<file path="src/rtl/core/psp_pkg.sv">
package psp_pkg;

  localparam int unsigned HeaderBytes  = 7;
  localparam logic [31:0] StreamTag    = 32'hbacabaca;
  localparam int unsigned RegionWidth  = 25;
  localparam int unsigned PacketWidth  = 14;
  localparam int unsigned CfgAddrWidth = 2;
  localparam int unsigned CfgDataWidth = RegionWidth;
  localparam int unsigned IdxWidth     = 4;

  typedef enum logic [CfgAddrWidth-1:0] {
    REG_PIXEL_FORMAT      = 2'd0,
    REG_CHANNEL_ID        = 2'd1,
    REG_REGION_PIXELS     = 2'd2,
    REG_PIXELS_PER_PACKET = 2'd3
  } cfg_reg_e;

  typedef enum logic [1:0] {
    FMT_RGB565 = 2'd0,
    FMT_RGB    = 2'd1,
    FMT_RGBA   = 2'd2
  } pix_fmt_e;

  typedef struct packed {
    logic [1:0]             pixel_format;
    logic [7:0]             channel_id;
    logic [RegionWidth-1:0] region_pixels;
    logic [PacketWidth-1:0] pixels_per_packet;
  } cfg_t;

  // Everything the serializer needs to emit the bytes of one pixel.
  typedef struct packed {
    logic        hdr;
    logic [7:0]  channel_id;
    logic [15:0] len;
    logic [31:0] px;
    logic [2:0]  nbytes;
    logic        pe;
    logic        fe;
  } desc_t;

endpackage

</file>
<file path="src/rtl/core/psp_framer.sv">
module psp_framer (
  input  logic          clk_i,
  input  logic          rst_ni,
  input  psp_pkg::cfg_t cfg_i,
  input  logic          accept_i,
  input  logic [7:0]    red_i,
  input  logic [7:0]    green_i,
  input  logic [7:0]    blue_i,
  input  logic [7:0]    alpha_i,
  output psp_pkg::desc_t desc_o
);

  logic [psp_pkg::RegionWidth-1:0] fpl_q, fpl_d, fpl_eff, fpl_after;
  logic [psp_pkg::PacketWidth-1:0] ppl_q, ppl_d, ppl_eff, ppl_after, ppp, cnt;
  logic [1:0]  fmt_q, fmt_d, fmt;
  logic        new_frame, new_pkt;
  logic [2:0]  nbytes;
  logic [15:0] cnt_ext, len;
  logic [15:0] rgb565;

  always_comb begin
    new_frame = (fpl_q == '0);
    if (new_frame) begin
      fpl_eff = (cfg_i.region_pixels == '0) ? psp_pkg::RegionWidth'(1) : cfg_i.region_pixels;
      fmt     = cfg_i.pixel_format;
      ppl_eff = '0;
    end else begin
      fpl_eff = fpl_q;
      fmt     = fmt_q;
      ppl_eff = ppl_q;
    end
    new_pkt = (ppl_eff == '0);

    case (fmt)
      psp_pkg::FMT_RGB565: nbytes = 3'd2;
      psp_pkg::FMT_RGB:    nbytes = 3'd3;
      default:             nbytes = 3'd4;
    endcase

    ppp = (cfg_i.pixels_per_packet == '0) ? psp_pkg::PacketWidth'(1)
                                          : cfg_i.pixels_per_packet;
    // The remaining frame count only matters when it is below the packet size.
    cnt = (fpl_eff < psp_pkg::RegionWidth'(ppp)) ? fpl_eff[psp_pkg::PacketWidth-1:0] : ppp;
    cnt_ext = 16'(cnt);
    case (fmt)
      psp_pkg::FMT_RGB565: len = {cnt_ext[14:0], 1'b0};
      psp_pkg::FMT_RGB:    len = {cnt_ext[14:0], 1'b0} + cnt_ext;
      default:             len = {cnt_ext[13:0], 2'b00};
    endcase

    ppl_after = (new_pkt ? cnt : ppl_eff) - psp_pkg::PacketWidth'(1);
    fpl_after = fpl_eff - psp_pkg::RegionWidth'(1);

    fpl_d = fpl_after;
    ppl_d = (fpl_after == '0) ? '0 : ppl_after;
    fmt_d = fmt;

    rgb565 = {red_i[7:3], green_i[7:2], blue_i[7:3]};

    desc_o.hdr        = new_pkt;
    desc_o.channel_id = cfg_i.channel_id;
    desc_o.len        = len;
    desc_o.px         = (fmt == psp_pkg::FMT_RGB565) ? {16'h0000, rgb565}
                                                     : {alpha_i, blue_i, green_i, red_i};
    desc_o.nbytes     = nbytes;
    desc_o.pe         = (ppl_after == '0);
    desc_o.fe         = (fpl_after == '0);
  end

  always_ff @(posedge clk_i or negedge rst_ni) begin
    if (!rst_ni) begin
      fpl_q <= '0;
      ppl_q <= '0;
      fmt_q <= psp_pkg::FMT_RGB565;
    end else if (accept_i) begin
      fpl_q <= fpl_d;
      ppl_q <= ppl_d;
      fmt_q <= fmt_d;
    end
  end

endmodule

</file>
<file path="src/rtl/core/psp_serializer.sv">
module psp_serializer (
  input  logic           clk_i,
  input  logic           rst_ni,
  input  psp_pkg::desc_t desc_i,
  input  logic           load_i,
  output logic           ready_o,
  output logic           out_valid_o,
  input  logic           out_ready_i,
  output logic [7:0]     out_byte_o,
  output logic           out_start_o,
  output logic           out_pe_o,
  output logic           out_fe_o
);

  psp_pkg::desc_t desc_q;
  logic                         busy_q;
  logic [psp_pkg::IdxWidth-1:0] idx_q, total, pix_idx;
  logic                         ov_q, start_q, pe_q, fe_q;
  logic [7:0]                   byte_q, byte_d;
  logic                         out_free, shift, last;

  always_comb begin
    total = desc_q.hdr ? psp_pkg::IdxWidth'(psp_pkg::HeaderBytes) + psp_pkg::IdxWidth'(desc_q.nbytes)
                       : psp_pkg::IdxWidth'(desc_q.nbytes);
    last  = (idx_q == total - psp_pkg::IdxWidth'(1));
    pix_idx = desc_q.hdr ? idx_q - psp_pkg::IdxWidth'(psp_pkg::HeaderBytes) : idx_q;

    if (desc_q.hdr && (idx_q < psp_pkg::IdxWidth'(psp_pkg::HeaderBytes))) begin
      case (idx_q)
        4'd0:    byte_d = desc_q.channel_id;
        4'd1:    byte_d = psp_pkg::StreamTag[7:0];
        4'd2:    byte_d = psp_pkg::StreamTag[15:8];
        4'd3:    byte_d = psp_pkg::StreamTag[23:16];
        4'd4:    byte_d = psp_pkg::StreamTag[31:24];
        4'd5:    byte_d = desc_q.len[7:0];
        default: byte_d = desc_q.len[15:8];
      endcase
    end else begin
      case (pix_idx[1:0])
        2'd0:    byte_d = desc_q.px[7:0];
        2'd1:    byte_d = desc_q.px[15:8];
        2'd2:    byte_d = desc_q.px[23:16];
        default: byte_d = desc_q.px[31:24];
      endcase
    end
  end

  assign out_free = !ov_q || out_ready_i;
  assign shift    = busy_q && out_free;
  // A new item may enter in the cycle the previous one hands over its last byte.
  assign ready_o  = !busy_q || (shift && last);

  always_ff @(posedge clk_i or negedge rst_ni) begin
    if (!rst_ni) begin
      busy_q <= 1'b0;
      idx_q  <= '0;
    end else if (load_i) begin
      busy_q <= 1'b1;
      idx_q  <= '0;
    end else if (shift) begin
      if (last) begin
        busy_q <= 1'b0;
      end
      idx_q <= idx_q + psp_pkg::IdxWidth'(1);
    end
  end

  always_ff @(posedge clk_i) begin
    if (load_i) begin
      desc_q <= desc_i;
    end
  end

  always_ff @(posedge clk_i or negedge rst_ni) begin
    if (!rst_ni) begin
      ov_q <= 1'b0;
    end else if (out_free) begin
      ov_q <= shift;
    end
  end

  always_ff @(posedge clk_i) begin
    if (shift) begin
      byte_q  <= byte_d;
      start_q <= desc_q.hdr && (idx_q == '0);
      pe_q    <= last && desc_q.pe;
      fe_q    <= last && desc_q.fe;
    end
  end

  assign out_valid_o = ov_q;
  assign out_byte_o  = byte_q;
  assign out_start_o = start_q;
  assign out_pe_o    = pe_q;
  assign out_fe_o    = fe_q;

endmodule

</file>
<file path="src/rtl/core/pixel_stream_packetizer.sv">
// Each taken pixel is registered in the serializer, and its bytes leave through a registered output.
// Throughput: one byte per cycle on the byte-wide output unless m_axis_tready holds it off; a pixel
// has 2, 3 or 4 bytes, plus 7 header bytes when it opens a packet.
// The next pixel is taken in the cycle the previous one hands over its last byte.
// Reset (rst_ni low, asynchronous) clears the counters so the next pixel opens a new frame,
// and sets the registers to rgb565, channel 0, one pixel per region and per packet.
module pixel_stream_packetizer (
  input  logic                                clk_i,
  input  logic                                rst_ni,
  input  logic                                cfg_we_i,
  input  logic [psp_pkg::CfgAddrWidth-1:0]    cfg_addr_i,
  input  logic [psp_pkg::CfgDataWidth-1:0]    cfg_wdata_i,
  input  logic                                s_axis_tvalid,
  output logic                                s_axis_tready,
  input  logic [31:0]                         s_axis_tdata,   // red, green, blue, alpha
  output logic                                m_axis_tvalid,
  input  logic                                m_axis_tready,
  output logic [7:0]                          m_axis_tdata,   // out_byte
  output logic                                m_axis_tlast,   // packet_end
  output logic [1:0]                          m_axis_tuser    // packet_start, frame_end
);

  psp_pkg::cfg_t  cfg_q;
  psp_pkg::desc_t desc;
  logic           accept;
  logic           start, pe, fe;

  always_ff @(posedge clk_i or negedge rst_ni) begin
    if (!rst_ni) begin
      cfg_q.pixel_format      <= psp_pkg::FMT_RGB565;
      cfg_q.channel_id        <= '0;
      cfg_q.region_pixels     <= psp_pkg::RegionWidth'(1);
      cfg_q.pixels_per_packet <= psp_pkg::PacketWidth'(1);
    end else if (cfg_we_i) begin
      unique case (psp_pkg::cfg_reg_e'(cfg_addr_i))
        psp_pkg::REG_PIXEL_FORMAT:      cfg_q.pixel_format <= cfg_wdata_i[1:0];
        psp_pkg::REG_CHANNEL_ID:        cfg_q.channel_id <= cfg_wdata_i[7:0];
        psp_pkg::REG_REGION_PIXELS:     cfg_q.region_pixels <= cfg_wdata_i;
        psp_pkg::REG_PIXELS_PER_PACKET:
          cfg_q.pixels_per_packet <= cfg_wdata_i[psp_pkg::PacketWidth-1:0];
        default: ;
      endcase
    end
  end

  assign accept = s_axis_tvalid && s_axis_tready;

  psp_framer u_framer (
    .clk_i    (clk_i),
    .rst_ni   (rst_ni),
    .cfg_i    (cfg_q),
    .accept_i (accept),
    .red_i    (s_axis_tdata[7:0]),
    .green_i  (s_axis_tdata[15:8]),
    .blue_i   (s_axis_tdata[23:16]),
    .alpha_i  (s_axis_tdata[31:24]),
    .desc_o   (desc)
  );

  psp_serializer u_serializer (
    .clk_i       (clk_i),
    .rst_ni      (rst_ni),
    .desc_i      (desc),
    .load_i      (accept),
    .ready_o     (s_axis_tready),
    .out_valid_o (m_axis_tvalid),
    .out_ready_i (m_axis_tready),
    .out_byte_o  (m_axis_tdata),
    .out_start_o (start),
    .out_pe_o    (pe),
    .out_fe_o    (fe)
  );

  assign m_axis_tlast = pe;
  assign m_axis_tuser = {fe, start};

endmodule

</file>
<file path="config.mk">
export PLATFORM = sky130hd
export DESIGN_NAME = pixel_stream_packetizer
export DESIGN_NICKNAME = d
export VERILOG_FILES = /design/src/rtl/core/psp_pkg.sv /design/src/rtl/core/psp_framer.sv /design/src/rtl/core/psp_serializer.sv /design/src/rtl/core/pixel_stream_packetizer.sv
export SDC_FILE = /design/constraint.sdc
export NUM_CORES = 1
export LEC_CHECK = 0
export BUFFER_PORTS_ARGS = -buffer_cell sky130_fd_sc_hd__buf_2
export CAP_MARGIN = 30
export CELL_PAD_IN_SITES_DETAIL_PLACEMENT = 1
export CELL_PAD_IN_SITES_GLOBAL_PLACEMENT = 1
export CORE_ASPECT_RATIO = 1.25
export CORE_MARGIN = 1.5
export CORE_UTILIZATION = 48
export CTS_CLUSTER_DIAMETER = 50
export DETAILED_ROUTE_END_ITERATION = 16
export PLACE_DENSITY_LB_ADDON = 0.08
export SLEW_MARGIN = 10
export SYNTH_ARGS = -nofsm -noshare
export SYNTH_HDL_FRONTEND = slang
export SYNTH_SLANG_ARGS = --single-unit
</file>
<file path="constraint.sdc">
create_clock -name clk_i -period 8.16 [get_ports clk_i]
set_clock_uncertainty 0.2 [all_clocks]
set_input_delay 0.816 -clock clk_i [delete_from_list [all_inputs] [get_ports clk_i]]
set_output_delay 0.816 -clock clk_i [all_outputs]
set_load 0.005 [all_outputs]
</file>
==> results of run 1 <==
cells in the mapped netlist, types with 4 or more instances:
library cell and count:
nand3b_1 6, xnor2_1 38, inv_1 39, nor2_1 57, nand4_1 13, o21ai_1 6
and4_1 4, ha_1 37, nor4_1 17, a221o_1 5, buf_2 4, a21oi_1 43
clkbuf_1 36, mux2i_1 11, o21ai_0 59, a211oi_1 8, and2_1 23, dfrtp_1 94
o31ai_1 20, o21a_1 7, nand2b_1 12, mux2_2 56, or2_2 6, buf_4 6
nand2_1 159, xor2_1 11, nor3_1 24, nand3_1 16, a22oi_1 14, a22o_1 4
a21o_1 14, a31oi_1 16, buf_1 4, o211ai_1 6, mux4_2 8, and3_1 13
o22ai_1 5, edfxtp_1 73, or4_1 7
stage by stage:
step,total power (W),hold slack (ps)
after global routing,0.004444,136.1
after global placement,0.003251,231.6
after floorplan,0.002695,219.4
final,0.004189,106.3
after detailed placement,0.003303,237.7
after CTS,0.004184,125.6
report_power, final:
part / total [W] / internal [W] / switching [W]
registers: 0.00140 / 0.00116 / 0.000237
clock network: 0.000859 / 0.000425 / 0.000434
logic: 0.00193 / 0.000769 / 0.00116
total: 0.00419 / 0.00235 / 0.00183
worst max-delay path, cell delays in order, from the launching register on:
cell and delay (ps):
dfrtp_1 450, nor4_4 450, and4b_1 400, nand4_1 470, a31oi_1 700, inv_1 240, ha_1 270, a211oi_1 240
o21ai_0 180, a21bo_2 240, o211ai_1 240, o211a_1 670, o21ai_0 500, ha_1 400, ha_1 250, o2111a_1 260
mux2i_1 270, and3_1 260, nor2_1 60, a2bb2oi_1 190, a21oi_1 100, a31o_2 250
state kept, by name, summed over array words and instances (netlist names):
name and flops:
u_framer.fpl_q 25, cfg_q 49, u_serializer.busy_q 1, u_serializer.idx_q 4, u_framer.fmt_q 2, u_serializer.desc_q 62, u_serializer.out_valid_o 1, u_framer.ppl_q 14
u_serializer.out_pe_o 1, u_serializer.out_start_o 1, u_serializer.out_fe_o 1, u_serializer.out_byte_o 8
layer usage:
layer  part of all wire [%]  track usage [%]  up-vias
li1                       -                -     4096
met1                     38            33.09     4496
met2                     53            54.44      244
met3                    3.9            4.719       98
met4                    4.8            15.31        0
met5                      0                0        -
cell families (layout without fill, tap and decap cells):
group,after synthesis,after routing,share of synthesized area [%]
compound gates,258,258,16.83
xor+xnor,49,49,4.031
flops,169,169,43.17
fa+ha+maj,37,37,4.348
simple gates,389,389,18.60
mux,79,79,9.271
buf+inv,95,168,3.748
layout make-up:
cell class,instances,area [um2]
clock buffers,17,425.4
clock inverters,15,203.9
fillers,2455,9712
inverters,43,161.4
multi-input cells,812,5654
flip-flops and latches,169,4597
well taps,279,349.1
repair buffers,93,518.0
path summary, 6_finish.rpt:
kind                           start  depth (start not counted)                       to
min in group clk_i         cfg_q[41]                          0  u_serializer.desc_q[55]
max                        cfg_q[31]                         21  u_serializer.desc_q[52]
min                           rst_ni                          1      u_serializer.busy_q
max in group asynchronous     rst_ni                          2        u_framer.fmt_q[0]
max reg2reg                cfg_q[31]                         21  u_serializer.desc_q[52]
min reg2reg                cfg_q[41]                          0  u_serializer.desc_q[55]
==> reports/results.tsv, run 1 <==
stage	metric	value	unit
final_layout	post-route insts no fill	1428	
final_layout	Finished Core Util	55.08	%
final_layout	commonest cells after routing, fill and taps aside	nand2_1 (158), dfrtp_1 (94), buf_2 (75)	
critical_path	register-to-register setup slack	600	ps
min_path	hold crit path type	input pin to asynchronous set/reset pin	
floorplanning	Starting Density	49.25	%
floorplanning	Die W	136.2	um
place	Post-Place Cells	1394	
synthesis	Synth top area share	22.09	%
sta	Slew headroom	36.31	%
clock_network	TritonCTS buffer count	17	
clock_network	Root Driver	clkbuf_16	
sta	achievable clock frequency	132.3	MHz
grt	Global Route Usage Sum	29.83	%
final_layout	commonest non-fill, non-tap cell in the layout	nand2_1	
sta	Final Cycle Share	92.61	%
power_and_ir_drop	Leak Pwr	4.909	nW
clock_network	Worst-path clk slew	80	ps
synthesis	Synth Warn #	0	
routing	routed via count	8934	
routing	Initial DRT Pass Iterations	5	
floorplanning	die height	169.5	um
sta	setup TNS	0	ps
floorplanning	core area	0.02162	mm2
job	max-cap viol count	0	
synthesis	Post-Syn Area	0.01065	mm2
status	status	complete, no violations	
routing	Routed WL	33020	um
place	PortBufs	76	
clock_network	Clock Path Buffers	2	
clock_network	TritonCTS clock tree	built	
floorplanning	Rows	60	
synthesis	cell count after synthesis	1076	
critical_path	CP max FO	16	
sta	final count of hold timing violations	0	
sta	final worst setup slack	603.3	ps
power_and_ir_drop	Worst IR Drop VDD	190.5	uV
clock_network	Resize count post-CTS	0	
final_layout	n_diodes	0	
place	gpl congestion	0.9326	
place	dpl hpwl	24380	um
routing	antenna violation net count after detailed routing	0	
place	placed cell area	0.01126	mm2
grt	largest net degree at the start of global routing	71	
grt	global-route wire length before repair	52630	um
power_and_ir_drop	P per Cell Area	351.8	mW/mm2
routing	via/cell ratio	6.256	
clock_network	H-tree depth	4	
critical_path	Startpoint Class	register	
clock_network	TritonCTS Sinks	169	
routing	DRC viols	0	
sta	RSZ-0062 raised after global routing	no	
synthesis	Synth Flop Type	dfrtp_1	
critical_path	Setup CP Type	register to register	
clock_network	Post-CTS Hold Fix Bufs	0	
routing	Detailed Route Iter0 Violations	477	
synthesis	number of synthesized flops with an enable pin	73	
critical_path	Worst Path Required	8160	ps
sta	Final min period	7557	ps
synthesis	Post-Syn Nets	1177	
grt	initial antenna violation count	0	
synthesis	count of cell types in the netlist	95	
floorplanning	number of top-level pins	77	
final_layout	fraction of layout cells with a size suffix above 1	20.63	%
synthesis	average cell area after synthesis	9.896	um2
critical_path	Crit. End Element	register	
final_layout	Design Area, Final	0.01191	mm2
synthesis	Seq cells post-synth	169	
sta	Final setup viols	0	
synthesis	Async SR Flop Fraction	56.80	%
floorplanning	die area	0.02309	mm2
critical_path	CP arrival	7560	ps
synthesis	leading area contributor after synthesis	dfrtp_1	
grt	vias in the first global route	9443	
place	pre-CTS WS	828.2	ps
grt	GRT overflow	0	
sta	Slew @ Worst Pin	955.4	ps
final_layout	Area growth, synth to finish	11.84	%
synthesis	ranking of synthesized cells by area	dfrtp_1 (22%), edfxtp_1 (21%), mux2_2 (5.9%), nand2_1 (5.6%), ha_1 (4.3%)	
sta	pins over their slew limit	0	
synthesis	sequential area share after synthesis	43.17	%
final_layout	Final nets	1237	
clock_network	Clock Latency Late Sink	450	ps
clock_network	Post-CTS Setup Inserts	0	
routing	routed len/inst	23.12	um
Note: power is estimated with default switching activity, not from simulation.
==> run 2, diff against run 1 <==
- CORE_UTILIZATION: 48 -> 49
- CTS_BUF_LIST: unset -> sky130_fd_sc_hd__clkbuf_8
- PLACE_DENSITY: unset -> 0.87
- PLACE_DENSITY_LB_ADDON: 0.08 -> unset
==> run 2 against run 1 <==
- first-iteration DRC count increased by 34%
- critical path depth grew 2
- final area down 1.4%
- power down 3.8%
- sequential power about the same
- fmax fell by 2.1%
- combinational power about the same
- clock power fell by 22%
- via count grew 2.5%
- largest cell class unchanged
- highest routed layer unchanged
==> reports/results.tsv, run 2 (synthesis results as in run 1) <==
stage	metric	value	unit
final_layout	fraction of layout cells with a size suffix above 1	20.63	%
place	PortBufs	76	
min_path	hold crit path type	input pin to asynchronous set/reset pin	
floorplanning	Rows	60	
clock_network	Post-CTS Setup Inserts	0	
clock_network	Clock Path Buffers	2	
job	max-cap viol count	0	
sta	pins over their slew limit	0	
power_and_ir_drop	Leak Pwr	4.835	nW
place	Post-Place Cells	1394	
routing	antenna violation net count after detailed routing	0	
grt	global-route wire length before repair	53510	um
critical_path	CP max FO	16	
clock_network	Post-CTS Hold Fix Bufs	0	
routing	Initial DRT Pass Iterations	5	
floorplanning	core area	0.02140	mm2
place	dpl hpwl	24980	um
final_layout	Final nets	1237	
routing	via/cell ratio	6.411	
critical_path	Startpoint Class	register	
sta	setup TNS	0	ps
clock_network	H-tree depth	4	
grt	vias in the first global route	9838	
grt	grt peak-use layer	met2	
critical_path	Crit. End Element	register	
final_layout	Finished Core Util	54.89	%
place	gpl congestion	0.9939	
routing	Detailed Route Iter0 Violations	637	
clock_network	Root Driver	clkbuf_8	
grt	Global Route Usage Sum	30.91	%
clock_network	TritonCTS buffer count	17	
grt	grt met2 use	55.09	%
grt	initial antenna violation count	0	
clock_network	Resize count post-CTS	0	
grt	largest net degree at the start of global routing	69	
power_and_ir_drop	Worst IR Drop VDD	154.6	uV
floorplanning	Starting Density	49.77	%
floorplanning	die area	0.02263	mm2
sta	Final Cycle Share	94.55	%
place	placed cell area	0.01126	mm2
routing	routed len/inst	23.75	um
final_layout	Design Area, Final	0.01174	mm2
routing	Routed WL	33910	um
sta	Slew headroom	33.44	%
final_layout	Top reg by flops	u_serializer.desc_q	
sta	achievable clock frequency	129.6	MHz
power_and_ir_drop	P per Cell Area	343.1	mW/mm2
critical_path	Crit. Startpoint	cfg_q[36]	
sta	RSZ-0062 raised after global routing	no	
final_layout	Area growth, synth to finish	10.29	%
clock_network	Clock Latency Late Sink	490	ps
clock_network	TritonCTS clock tree	built	
critical_path	FF-to-FF Start	cfg_q[36]	
routing	DRC viols	0	
sta	Hold Slack	44.96	ps
sta	Slew @ Worst Pin	991.7	ps
clock_network	TritonCTS Sinks	169	
routing	routed via count	9155	
floorplanning	die height	167.8	um
critical_path	CP arrival	7730	ps
final_layout	post-route insts no fill	1428	
final_layout	Largest regs	u_serializer.desc_q x62, cfg_q x49, u_framer.fpl_q x25	
sta	Final min period	7715	ps
grt	met3 Use GR	5.119	%
sta	Final setup viols	0	
floorplanning	Die W	134.9	um
sta	final count of hold timing violations	0	
final_layout	commonest non-fill, non-tap cell in the layout	nand2_1	
final_layout	max reg flops	62	
grt	M1 GR Usage	33.90	%
final_layout	n_diodes	0	
clock_network	Worst-path clk slew	120	ps
floorplanning	number of top-level pins	77	
final_layout	commonest cells after routing, fill and taps aside	nand2_1 (158), dfrtp_1 (94), buf_2 (75)	
critical_path	Setup CP Type	register to register	
critical_path	Worst Path Required	8180	ps
status	status	complete, no violations	
grt	GRT overflow	0	
==> run 2: changes by cell type in the layout (fill, tap and decap cells not counted), sizes merged <==
cell    previous run  this run
bufinv             0         1
inv               51        50
==> run 2: layout make-up <==
type                            count  area, um2
Clock inverter                     15      210.2
Timing Repair Buffer               93      538.0
Multi-Input combinational cell    812       5654
Fill cell                        2447       9652
Inverter                           43      161.4
Sequential cell                   169       4597
Tap cell                          279      349.1
Clock buffer                       17      234.0
==> run 2: path summary, 6_finish.rpt <==
kind / endpoint / cells past startpoint / slack [ps]
hold reg to reg: u_serializer.desc_q[55] / 0 / 270
setup / recovery: u_serializer.desc_q[50] / 23 / 450
max in group asynchronous: cfg_q[14] / 3 / 6790
min in group clk_i: u_serializer.desc_q[55] / 0 / 270
setup reg to reg: u_serializer.desc_q[50] / 23 / 450
hold / removal: cfg_q[32] / 1 / 40
==> run 2: power breakdown <==
part | internal (W) | switching (W)
Combinational | 0.000768 | 0.00119
Clock | 0.000271 | 0.000395
Sequential | 0.00116 | 0.000243
==> run 2: worst max-delay path, stage by stage, from the launching register on <==
cell,delay [ps]
dfrtp_1,490
nor4_2,460
and4b_1,410
nand4_1,450
a31oi_1,670
inv_1,260
ha_1,280
a211oi_1,320
o21ai_0,200
a21bo_2,250
o211ai_1,160
o211a_1,640
nand2_1,150
o21ai_0,310
ha_1,330
ha_1,270
o21ai_0,160
o31ai_1,270
mux2i_1,160
nand4_1,130
o211ai_1,140
o22ai_1,280
mux2i_1,280
o21ai_0,160
==> run 2: metal layers <==
| layer | vias up | part of all wire, % | wire (um) |
|---|---|---|---|
| li1 | 4094 | - | - |
| met1 | 4574 | 36 | 12320 |
| met2 | 340 | 53 | 17930 |
| met3 | 147 | 4.4 | 1486 |
| met4 | 0 | 6.4 | 2170 |
| met5 | - | 0 | 0 |
==> run 2: per-stage QoR <==
stage / total power [W] / worst slack (ps)
2_1_floorplan: 0.002695 / 2179
3_3_place_gp: 0.003208 / 1112
3_5_place_dp: 0.003301 / 870.2
4_1_cts: 0.003992 / 567.3
5_1_grt: 0.004256 / 78.94
6_report: 0.004029 / 445.1
==> run 3, diff against run 2 <==
- BUFFER_PORTS_ARGS: -buffer_cell sky130_fd_sc_hd__buf_2 -> -buffer_cell sky130_fd_sc_hd__buf_4
==> run 3 against run 2 <==
- setup slack better by 220 ps
- global-route usage down 0.22 points
- combinational power about the same
- routed wire length down 1.0%
- power down 0.33%
- sequential power about the same
- final area up 1.4%
- cell count up 0.21%
- critical path type unchanged
- count of clock-buffer cells in the layout unchanged
- first-iteration DRC count down 3.5%
- non-clock buffer count up 3
==> reports/results.tsv, run 3 (synthesis results as in run 1) <==
stage	metric	value	unit
status	status	complete, no violations	
critical_path	CP max stage delay	730	ps
critical_path	CP max FO	19	
final_layout	commonest non-fill, non-tap cell in the layout	nand2_1	
grt	vias in the first global route	9672	
clock_network	Worst-path clk slew	110	ps
final_layout	fill count	2363	
place	PortBufs	76	
critical_path	CP arrival	7540	ps
sta	Final Cycle Share	91.87	%
job	max-cap viol count	0	
floorplanning	Starting Density	49.77	%
floorplanning	number of top-level pins	77	
sta	final worst setup slack	663.3	ps
final_layout	post-route insts no fill	1431	
floorplanning	Die W	134.9	um
power_and_ir_drop	Sw Share	45.51	%
sta	achievable clock frequency	133.4	MHz
routing	antenna violation net count after detailed routing	0	
grt	global-route wire length before repair	53280	um
power_and_ir_drop	Int Pwr	0.002188	W
min_path	hold crit path type	input pin to asynchronous set/reset pin	
clock_network	Root Driver	clkbuf_8	
sta	Final min period	7497	ps
power_and_ir_drop	clock power share	15.6	%
grt	largest net degree at the start of global routing	69	
critical_path	Worst Path Required	8210	ps
sta	RSZ-0062 raised after global routing	no	
final_layout	Top reg by flops	u_serializer.desc_q	
power_and_ir_drop	Comb pwr share	49.5	%
grt	initial antenna violation count	0	
clock_network	Clock Path Buffers	2	
final_layout	Final nets	1240	
critical_path	most frequent CP cell	o21ai_0	
final_layout	max reg flops	62	
floorplanning	core area	0.02140	mm2
clock_network	Post-CTS Hold Fix Bufs	0	
critical_path	CP top delay family	compound AO/OA/AOI/OAI gates	
clock_network	H-tree depth	4	
critical_path	critical path cell sequence	nor4_2, and4b_1, nand4_1, a31oi_1, inv_1, ha_1, a211oi_1, o21ai_0, a21bo_2, o211ai_1, o211a_1, mux2i_2, inv_1, ha_1, o21ai_0, o21ai_0, mux2i_1, and3_1, nor2_1, a2bb2oi_1, a21oi_1, a31o_2	
critical_path	Startpoint Class	register	
power_and_ir_drop	Pwr Total	0.004016	W
final_layout	Largest regs	u_serializer.desc_q x62, cfg_q x49, u_framer.fpl_q x25	
final_layout	fraction of layout cells with a size suffix above 1	20.75	%
power_and_ir_drop	Leak Pwr	4.886	nW
critical_path	WP buf/inv	2	
sta	setup TNS	0	ps
critical_path	register-to-register setup slack	660	ps
sta	final count of hold timing violations	0	
clock_network	Resize count post-CTS	0	
power_and_ir_drop	Flop pwr share	34.9	%
critical_path	slowest stage cell, crit path	a31oi_1	
critical_path	Worst setup endpoint	u_serializer.desc_q[52]	
critical_path	Crit path depth	22	
clock_network	Post-CTS Setup Inserts	0	
critical_path	FF-to-FF Start	cfg_q[36]	
clock_network	Clock Latency Late Sink	500	ps
routing	Detailed Route Iter0 Violations	615	
floorplanning	Rows	60	
routing	Initial DRT Pass Iterations	6	
power_and_ir_drop	Sw Pwr	0.001828	W
critical_path	Crit. End Element	register	
grt	GRT overflow	0	
routing	Routed WL	33570	um
critical_path	Worst R2R End	u_serializer.desc_q[52]	
routing	DRC viols	0	
clock_network	TritonCTS Sinks	169	
power_and_ir_drop	Worst IR Drop VDD	150.3	uV
sta	pins over their slew limit	0	
floorplanning	die height	167.8	um
power_and_ir_drop	P per Cell Area	337.3	mW/mm2
final_layout	n_diodes	0	
critical_path	Setup CP Type	register to register	
place	pre-CTS WS	929.5	ps
place	Post-Place Cells	1397	
place	dpl hpwl	24740	um
routing	routed via count	9113	
final_layout	commonest cells after routing, fill and taps aside	nand2_1 (158), dfrtp_1 (94), buf_4 (94)	
routing	via/cell ratio	6.368	
floorplanning	die area	0.02263	mm2
clock_network	TritonCTS clock tree	built	
sta	Slew headroom	41.51	%
routing	routed len/inst	23.46	um
sta	Slew @ Worst Pin	877.3	ps
clock_network	TritonCTS buffer count	17	
final_layout	Area growth, synth to finish	11.80	%
place	gpl congestion	0.9963	
grt	Global Route Usage Sum	30.69	%
sta	Final setup viols	0	
critical_path	Reg2Reg Depth	22	
critical_path	Crit. Startpoint	cfg_q[36]	
[run 3: cell types whose count changed in the layout (fill, tap and decap cells not counted)]
cell and change:
inv_12 -2, buf_2 -75, buf_4 +78, buf_12 +1, buf_16 -1, inv_6 -1, inv_8 +2, clkinvlp_4 +2
bufinv_16 -1, clkinv_1 +1, buf_8 -1, buf_6 +1, clkinv_4 -1
[run 3: how the worst min path moves through the flow]
stage	startpoint	to	slack, ps	cells past startpoint
floorplan	cfg_q[39]	u_serializer.desc_q[53]	220	0
global placement	cfg_q[40]	u_serializer.desc_q[54]	230	0
detailed placement	cfg_q[43]	u_serializer.desc_q[57]	230	0
CTS	rst_ni	cfg_q[36]	60	1
global route	rst_ni	cfg_q[36]	70	1
finish	rst_ni	cfg_q[36]	50	1
[run 3: stage by stage]
stage                     area (um2)  utilization [%]  hold WS (ps)
after floorplan                10650                -         219.4
after global placement         11460            53.56         226.8
after detailed placement       11470            53.60         233.5
after CTS                      11870            55.49         57.07
after global routing           11900            55.64         74.30
final                          11900            55.64         51.83
[run 3: area by class of cell]
type / instances / area [um2] / area share, %
clock buffer: 17 / 234.0 / 1.966
timing repair buffer: 96 / 737.0 / 6.191
sequential: 169 / 4597 / 38.62
multi-input combinational: 812 / 5654 / 47.50
clock inverter: 15 / 171.4 / 1.440
tap: 279 / 349.1 / 2.933
inverter: 43 / 161.4 / 1.356
[run 3: power groups by stage]
stage                     Sequential (W)  Clock [W]  Combinational [W]
after floorplan                  0.00130          0            0.00139
after global placement           0.00140          0            0.00184
after detailed placement         0.00141          0            0.00193
after CTS                        0.00140   0.000630            0.00196
after global routing             0.00142   0.000659            0.00218
final                            0.00140   0.000625            0.00199
[run 3: per-layer routing]
metal  share of wire (%)  global-route usage, %  wire [um]
met1                  37                  34.29      12290
met2                  53                  54.92      17650
met3                 4.1                  3.312       1388
met4                 6.7                  20.34       2234
met5                   0                      0          0
